$ cat src/rtl/fp16_cube_root_macros.svh
// fp16_cube_root_macros.svh: assertion macros used by the cube root rtl
// depends on nothing
`ifndef FP16_CUBE_ROOT_MACROS_SVH
`define FP16_CUBE_ROOT_MACROS_SVH

// property must hold at every edge outside reset
`define CBRT_ASSERT(label, clk, rstn, prop, msg) \
    label: assert property (@(posedge clk) disable iff (!rstn) (prop)) else $error(msg);

// implication whose consequent is checked in the cycle after the antecedent
`define CBRT_ASSERT_NEXT(label, clk, rstn, ante, cons, msg) \
    label: assert property (@(posedge clk) disable iff (!rstn) (ante) |=> (cons)) \
        else $error(msg);

`endif

$ cat src/rtl/cbrt_pkg.sv
// cbrt_pkg: types and constants for the binary16 cube root pipeline
// depends on nothing
package cbrt_pkg;

    localparam int ROOT_BITS_W = 15;
    localparam int RAD_W       = 45;
    localparam int REM_W       = 46;
    localparam int NUM_CELLS   = 15;

    typedef enum logic [1:0] {
        RM_NEAREST_EVEN = 2'd0,
        RM_TOWARD_ZERO  = 2'd1,
        RM_TOWARD_POS   = 2'd2,
        RM_TOWARD_NEG   = 2'd3
    } round_mode_t;

    // data that rides along with the recurrence
    typedef struct packed {
        logic        special;
        logic [15:0] special_bits;
        logic        invalid;
        logic        sign;
        logic signed [7:0] rexp_base;
    } side_t;

    // recurrence state handed from cell to cell
    typedef struct packed {
        logic [RAD_W-1:0]       radicand;
        logic [ROOT_BITS_W-1:0] root;
        logic [REM_W-1:0]       rem;
        side_t                  side;
    } stage_t;

endpackage

$ cat src/rtl/cbrt_cell.sv
// cbrt_cell: one root bit of the restoring cube root recurrence
// depends on cbrt_pkg
module cbrt_cell
    import cbrt_pkg::*;
#(
    parameter int BIT_POS = 14
) (
    input  logic   aclk,
    input  logic   aresetn,
    input  logic   advance,
    input  logic   valid_in,
    input  stage_t data_in,
    output logic   valid_out,
    output stage_t data_out
);

    // remainder before this step covers the top 3*(14-BIT_POS) radicand bits
    // test r' = 2r+1: rem*8 + next3 >= 12r^2 + 6r + 1
    localparam int LO = 3 * BIT_POS;

    logic                       valid_reg;
    stage_t                     data_reg;
    stage_t                     data_next;
    logic [REM_W-1:0]           rem_shift;
    logic [REM_W-1:0]           trial;
    logic [REM_W-1:0]           r_ext;
    logic [REM_W-1:0]           r_sq;
    logic [2*ROOT_BITS_W-1:0]   r_sq_w;
    logic [2:0]                 next3;

    assign next3     = data_in.radicand[LO +: 3];
    assign r_ext     = REM_W'(data_in.root);
    assign r_sq_w    = {{ROOT_BITS_W{1'b0}}, data_in.root} * {{ROOT_BITS_W{1'b0}}, data_in.root};
    assign r_sq      = REM_W'(r_sq_w);
    assign rem_shift = {data_in.rem[REM_W-4:0], next3};
    assign trial     = (r_sq << 3) + (r_sq << 2) + (r_ext << 2) + (r_ext << 1) + REM_W'(1);

    always_comb begin
        data_next = data_in;
        if (rem_shift >= trial) begin
            data_next.rem  = rem_shift - trial;
            data_next.root = {data_in.root[ROOT_BITS_W-2:0], 1'b1};
        end else begin
            data_next.rem  = rem_shift;
            data_next.root = {data_in.root[ROOT_BITS_W-2:0], 1'b0};
        end
    end

    always_ff @(posedge aclk) begin
        if (!aresetn) begin
            valid_reg <= 1'b0;
        end else if (advance) begin
            valid_reg <= valid_in;
        end
    end

    always_ff @(posedge aclk) begin
        if (advance) begin
            data_reg <= data_next;
        end
    end

    assign valid_out = valid_reg;
    assign data_out  = data_reg;

endmodule

$ cat src/rtl/cbrt_round.sv
// cbrt_round: significand extraction, rounding and packing of the root
// depends on cbrt_pkg
module cbrt_round
    import cbrt_pkg::*;
(
    input  logic        aclk,
    input  logic        aresetn,
    input  logic        advance,
    input  logic        valid_in,
    input  stage_t      data_in,
    input  logic [1:0]  rounding_mode,
    output logic        valid_out,
    output logic [15:0] root_bits,
    output logic        inexact,
    output logic        invalid
);

    logic        valid_reg;
    logic [15:0] bits_reg;
    logic        inexact_reg;
    logic        invalid_reg;
    logic [15:0] bits_next;
    logic        inexact_next;
    logic [11:0] mant;
    logic        rnd;
    logic        stk;
    logic        inc;
    logic        top;
    logic signed [7:0] rexp;
    logic [14:0] r;

    always_comb begin
        r    = data_in.root;
        top  = r[14];
        if (top) begin
            mant = {1'b0, r[14:4]};
            rnd  = r[3];
            stk  = (r[2:0] != 3'd0) || (data_in.rem != '0);
            rexp = data_in.side.rexp_base + 8'sd14;
        end else begin
            mant = {1'b0, r[13:3]};
            rnd  = r[2];
            stk  = (r[1:0] != 2'd0) || (data_in.rem != '0);
            rexp = data_in.side.rexp_base + 8'sd13;
        end
        case (round_mode_t'(rounding_mode))
            RM_NEAREST_EVEN: inc = rnd && (stk || mant[0]);
            RM_TOWARD_ZERO:  inc = 1'b0;
            RM_TOWARD_POS:   inc = (rnd || stk) && !data_in.side.sign;
            RM_TOWARD_NEG:   inc = (rnd || stk) && data_in.side.sign;
            default:         inc = 1'b0;
        endcase
        mant = mant + 12'(inc);
        if (mant[11]) begin
            mant = 12'h400;
            rexp = rexp + 8'sd1;
        end
        if (data_in.side.special) begin
            bits_next    = data_in.side.special_bits;
            inexact_next = 1'b0;
        end else begin
            bits_next    = {data_in.side.sign, rexp[4:0], mant[9:0]};
            inexact_next = rnd || stk;
        end
    end

    always_ff @(posedge aclk) begin
        if (!aresetn) begin
            valid_reg <= 1'b0;
        end else if (advance) begin
            valid_reg <= valid_in;
        end
    end

    always_ff @(posedge aclk) begin
        if (advance) begin
            bits_reg    <= bits_next;
            inexact_reg <= inexact_next;
            invalid_reg <= data_in.side.invalid;
        end
    end

    assign valid_out = valid_reg;
    assign root_bits = bits_reg;
    assign inexact   = inexact_reg;
    assign invalid   = invalid_reg;

endmodule

$ cat src/rtl/fp16_cube_root.sv
// fp16_cube_root: pipelined correctly rounded binary16 cube root
// depends on cbrt_pkg, cbrt_cell, cbrt_round and fp16_cube_root_macros.svh
//
// channel | ports                              | direction
// input   | s_valid s_ready s_operand_bits     | in
// result  | m_valid m_ready m_root_bits m_*    | out
//
// one transaction per cycle while the result is taken; stages: unpack, 15 root cells, round
// each of the 15 root-bit cells resolves one root bit
// the whole pipe advances when the result register is empty or taken
// reset clears valid bits and rounding mode to nearest even
`include "fp16_cube_root_macros.svh"
module fp16_cube_root
    import cbrt_pkg::*;
(
    input  logic        aclk,
    input  logic        aresetn,
    input  logic        cfg_we,
    input  logic [1:0]  cfg_wdata,
    input  logic        s_valid,
    output logic        s_ready,
    input  logic [15:0] s_operand_bits,
    output logic        m_valid,
    input  logic        m_ready,
    output logic [15:0] m_root_bits,
    output logic        m_inexact,
    output logic        m_invalid
);

    logic [1:0]  mode_reg;
    logic        advance;
    logic        in_valid_reg;
    stage_t      in_reg;
    stage_t      in_next;
    logic        valid_chain [0:NUM_CELLS];
    stage_t      data_chain  [0:NUM_CELLS];

    logic        sgn;
    logic [4:0]  bexp;
    logic [9:0]  frac;
    logic [10:0] m;
    logic signed [7:0] e;
    logic [5:0]  s;
    logic [3:0]  lz;
    logic [7:0]  e_off;
    logic [15:0] e_prod;
    logic [7:0]  e_q;
    logic [1:0]  e_r3;

    always_ff @(posedge aclk) begin
        if (!aresetn) begin
            mode_reg <= 2'd0;
        end else if (cfg_we) begin
            mode_reg <= cfg_wdata;
        end
    end

    assign advance = !m_valid || m_ready;
    assign s_ready = advance;

    always_comb begin
        sgn  = s_operand_bits[15];
        bexp = s_operand_bits[14:10];
        frac = s_operand_bits[9:0];
        lz   = 4'd0;
        for (int i = 9; i >= 0; i--) begin
            if (frac[i] && lz == 4'd0) begin
                lz = 4'(10 - i);
            end
        end
        if (bexp != 5'd0) begin
            m = {1'b1, frac};
            e = 8'(signed'({3'b0, bexp})) - 8'sd25;
        end else begin
            m = 11'({frac, 1'b0} << (lz - 4'd1));
            e = -8'sd24 - 8'(signed'({4'b0, lz}));
        end
        // e + 90 lies in 56..95, divide by 3 through a reciprocal multiply
        e_off  = 8'(e + 8'sd90);
        e_prod = 16'(e_off) * 16'd171;
        e_q    = {1'b0, e_prod[15:9]};
        e_r3   = 2'(e_off - 8'(e_q * 8'd3));
        case (e_r3)
            2'd0:    s = 6'd30;
            2'd1:    s = 6'd31;
            default: s = 6'd32;
        endcase
        in_next = '0;
        in_next.radicand = RAD_W'({34'b0, m}) << s;
        in_next.side.sign = sgn;
        // e - s = 3*e_q - 120, so (e - s)/3 + 15 = e_q - 25
        in_next.side.rexp_base = signed'(e_q) - 8'sd25;
        in_next.side.special_bits = s_operand_bits;
        in_next.side.invalid = 1'b0;
        in_next.side.special = 1'b0;
        if (bexp == 5'h1f) begin
            in_next.side.special = 1'b1;
            if (frac != 10'd0) begin
                in_next.side.invalid = !frac[9];
                in_next.side.special_bits = s_operand_bits | 16'h0200;
            end
        end else if (bexp == 5'd0 && frac == 10'd0) begin
            in_next.side.special = 1'b1;
        end
    end

    always_ff @(posedge aclk) begin
        if (!aresetn) begin
            in_valid_reg <= 1'b0;
        end else if (advance) begin
            in_valid_reg <= s_valid;
        end
    end

    always_ff @(posedge aclk) begin
        if (advance) begin
            in_reg <= in_next;
        end
    end

    assign valid_chain[0] = in_valid_reg;
    assign data_chain[0]  = in_reg;

    for (genvar g = 0; g < NUM_CELLS; g++) begin : g_cell
        cbrt_cell #(
            .BIT_POS(NUM_CELLS - 1 - g)
        ) u_cell (
            .aclk      (aclk),
            .aresetn   (aresetn),
            .advance   (advance),
            .valid_in  (valid_chain[g]),
            .data_in   (data_chain[g]),
            .valid_out (valid_chain[g+1]),
            .data_out  (data_chain[g+1])
        );
    end

    cbrt_round u_round (
        .aclk          (aclk),
        .aresetn       (aresetn),
        .advance       (advance),
        .valid_in      (valid_chain[NUM_CELLS]),
        .data_in       (data_chain[NUM_CELLS]),
        .rounding_mode (mode_reg),
        .valid_out     (m_valid),
        .root_bits     (m_root_bits),
        .inexact       (m_inexact),
        .invalid       (m_invalid)
    );

    `CBRT_ASSERT_NEXT(a_stall_hold, aclk, aresetn, m_valid && !m_ready,
        m_valid && $stable(m_root_bits), "result changed while stalled")
    `CBRT_ASSERT(a_ready_rule, aclk, aresetn, s_ready == (!m_valid || m_ready),
        "input ready does not follow output stall")
    `CBRT_ASSERT(a_inv_inex, aclk, aresetn, !(m_valid && m_invalid && m_inexact),
        "invalid and inexact both set")

endmodule

$ cat config.mk
export PLATFORM = sky130hd
export DESIGN_NAME = fp16_cube_root
export DESIGN_NICKNAME = d
export VERILOG_FILES = /design/src/rtl/cbrt_pkg.sv /design/src/rtl/cbrt_cell.sv /design/src/rtl/cbrt_round.sv /design/src/rtl/fp16_cube_root.sv
export VERILOG_INCLUDE_DIRS = /design/src /design/src/rtl
export SDC_FILE = /design/constraint.sdc
export NUM_CORES = 2
export LEC_CHECK = 0
export BUFFER_PORTS_ARGS = -buffer_cell sky130_fd_sc_hd__buf_2
export CAP_MARGIN = 20
export CORE_AREA = 2 2 576 578
export DETAILED_ROUTE_END_ITERATION = 16
export DIE_AREA = 0 0 578 580
export SLEW_MARGIN = 20
export SYNTH_ARGS = -nofsm -noshare
export SYNTH_HDL_FRONTEND = slang
export SYNTH_SLANG_ARGS = --single-unit
$ cat constraint.sdc
create_clock -name aclk -period 51.8 [get_ports aclk]
set_input_delay 2.59 -clock aclk [delete_from_list [all_inputs] [get_ports aclk]]
set_output_delay 2.59 -clock aclk [all_outputs]
set_load 0.02 [all_outputs]
==> reports/qor.csv <==
stage,metric,value,unit
cts,Clock Sink Count,1426,
synthesis,Post-synth top cells,"edfxtp_1 (1407), ha_1 (1345), inv_1 (1061)",
final_layout,share of layout cells above drive strength 1,4.651,%
timing,setup slack after layout,39340,ps
global_route,vias in the first global route,68350,
timing,final max-slew violation count,0,
global_route,GRT overflow,0,
flow_run,Max Cap Viol,0,
synthesis,register area share after synthesis,39.44,%
timing,clk_skew,72.26,ps
floorplan,row count,211,
worst_setup_path,"most used cell, CP",fa_1,
timing,Max-slew headroom,30.16,%
placement,DP Worst Slack,39530,ps
synthesis,ys flop type,edfxtp_1,
worst_setup_path,critical path endpoint category,flip-flop,
drt,routed len/inst,15.47,um
floorplan,die width,578,um
global_route,gr usage total,13.17,%
worst_hold_path,hold worst-path end,g_cell[2].u_cell.data_out[113]$_DFFE_PP_,
drt,DRC viols,0,
cts,Clock Pin Slew Worst Setup and Hold Paths,60,ps
final_layout,Largest register FFs,1326,
floorplan,total core area,0.3292,mm^2
worst_setup_path,Reg-to-Reg End,g_cell[14].u_cell.data_out[71]$_DFFE_PP_,
worst_setup_path,crit-path max cell delay,550,ps
cts,"Clk Latency, worst-skew pair",850,ps
worst_setup_path,r2r worst-path depth,44,
placement,RD Place Congestion,0.8590,
cts,CTS buffer count,167,
timing,fraction of the cycle the final worst path needs,24.06,%
cts,H-tree depth,4,
worst_hold_path,Worst Min Path Start,g_cell[1].u_cell.data_out[113]$_DFFE_PP_,
synthesis,Synth top area share,39.09,%
cts,clock root cell,clkbuf_16,
timing,hold_ws,376.1,ps
drt,initial DRC count,3912,
worst_setup_path,"Buf+Inv Stages, Crit Path",9,
worst_setup_path,critical path required time,52320,ps
worst_hold_path,Worst Hold Class,reg2reg,
drt,final wirelength,222600,um
synthesis,Synth area leader,edfxtp_1,
cts,# hold bufs at CTS,0,
final_layout,"Area growth, synth to finish",10.18,%
worst_setup_path,Crit Path Max Fanout,64,
worst_hold_path,hold path depth,0,
cts,postcts setup bufs,0,
timing,setup_tns,0,ps
global_route,initial antenna violation count,9,
status,outcome,finished clean,
final_layout,# fillers,32410,
worst_setup_path,critical path class,reg2reg,
synthesis,synthesized area,0.1081,mm^2
worst_setup_path,flop2flop setup slack,39340,ps
global_route,largest net degree at the start of global routing,185,
drt,via count,68950,
worst_setup_path,reg2reg start,g_cell[13].u_cell.data_out[79]$_DFFE_PP_,
global_route,first-pass GRT wire length,362000,um
synthesis,Area contributors post-synth,"edfxtp_1 (39%), ha_1 (16%), fa_1 (12%)",
floorplan,area of the die,0.3352,mm^2
synthesis,Mapped Cells,9740,
placement,# port buffers,42,
synthesis,average size of a mapped cell,11.10,um^2
timing,unrepaired setup endpoints after global routing,false,
drt,Vias/cell,4.793,
timing,Tightest Pin Transition,1021,ps
cts,CTS tree,built,
placement,hpwl dp,172700,um
timing,final setup fails,0,
drt,TritonRoute pass-1 iters,6,
floorplan,starting density of the core,32.83,%
synthesis,"Distinct cells, synth",88,
timing,post-route minimum period,12460,ps
final_layout,Post-layout nets,11940,
drt,ANT nets after route,0,
synthesis,most frequent cell after synthesis,edfxtp_1,
cts,# resized after CTS,0,
synthesis,"FF+latch count, synth",1426,
worst_setup_path,CP startpoint kind,flip-flop,
synthesis,ys async rst share,0,%
worst_setup_path,crit path DAT,12980,ps
timing,Final Hold Fails,0,
synthesis,Post-synth EDFFs,1407,
worst_setup_path,Slowest cell on crit path,edfxtp_1,
floorplan,IO Pins,43,
cts,buffer depth of the longest clock path,4,
floorplan,chip height,580,um
worst_setup_path,CP top delay family,adder cells,
timing,fmax,0.08024,GHz
synthesis,Yosys warning count,0,
## worst max-delay path by stage
stage | from | end | cells after the start
3_3_place_gp | g_cell[13].u_cell.data_out[79]$_DFFE_PP_ | g_cell[14].u_cell.data_out[71]$_DFFE_PP_ | 44
2_1_floorplan | m_ready | s_ready | 4
4_1_cts | g_cell[13].u_cell.data_out[79]$_DFFE_PP_ | g_cell[14].u_cell.data_out[71]$_DFFE_PP_ | 44
3_5_place_dp | g_cell[13].u_cell.data_out[79]$_DFFE_PP_ | g_cell[14].u_cell.data_out[71]$_DFFE_PP_ | 44
5_1_grt | g_cell[13].u_cell.data_out[79]$_DFFE_PP_ | g_cell[14].u_cell.data_out[71]$_DFFE_PP_ | 44
6_report | g_cell[13].u_cell.data_out[79]$_DFFE_PP_ | g_cell[14].u_cell.data_out[71]$_DFFE_PP_ | 44
## logic make-up after synthesis
logic type | after synthesis | share of synthesized area (%)
and+or+nand+nor | 2445 | 10.70
adders and majority gates | 2017 | 28.02
AOI/OAI and AO/OA | 1675 | 9.673
DFF | 1426 | 39.44
buffers and inverters | 1215 | 4.231
xor gates and xnor gates | 885 | 7.172
muxes | 75 | 0.7548
other | 2 | 0.006949
## cell usage in the layout, fill, tap and decap left out, drive strengths merged, types with 93 or more instances in the layout
cell    count
edfxtp   1407
ha       1345
inv      1074
nor2      741
fa        672
nand2     664
a21oi     499
xnor2     456
o21ai     438
xor2      429
nor3      203
clkbuf    198
a21o      196
nand3     121
nand2b    108
or3       104
nor4       97
o21bai     93
## through the flow
stage | utilization (%) | cell area [um^2] | cells
floorplan | - | 108200 | 9771
CTS | 36.16 | 119000 | 14380
global placement | 34.56 | 113800 | 14090
detailed placement | 34.56 | 113800 | 14090
finish | 36.17 | 119100 | 14390
global route | 36.17 | 119100 | 14390
## cell type report
type	count	area, um^2	share of cell area, %
diodes	2	5.005	0.004203
clock buffers	198	4359	3.661
clock inverters	92	917.1	0.7702
inverters	1087	4090	3.435
multi-input cells	7130	61030	51.25
flip-flops and latches	1426	42630	35.80
well taps	4366	5463	4.587
repair buffers	86	585.6	0.4917
## metal layers
layer / part of all wire, % / vias to the layer above / wire [um] / global-route usage [%]
met5: 0.011 / - / 25 / 0
met4: 2.3 / 4 / 5184 / 2.988
met3: 4.0 / 293 / 8917 / 1.914
met2: 46 / 947 / 101800 / 21.26
met1: 48 / 33260 / 106600 / 18.58
li1: - / 34450 / - / -
Power is left out: the tool's default activity adds up to more than one toggle a clock period on the data nets, which glitch-free logic cannot reach.
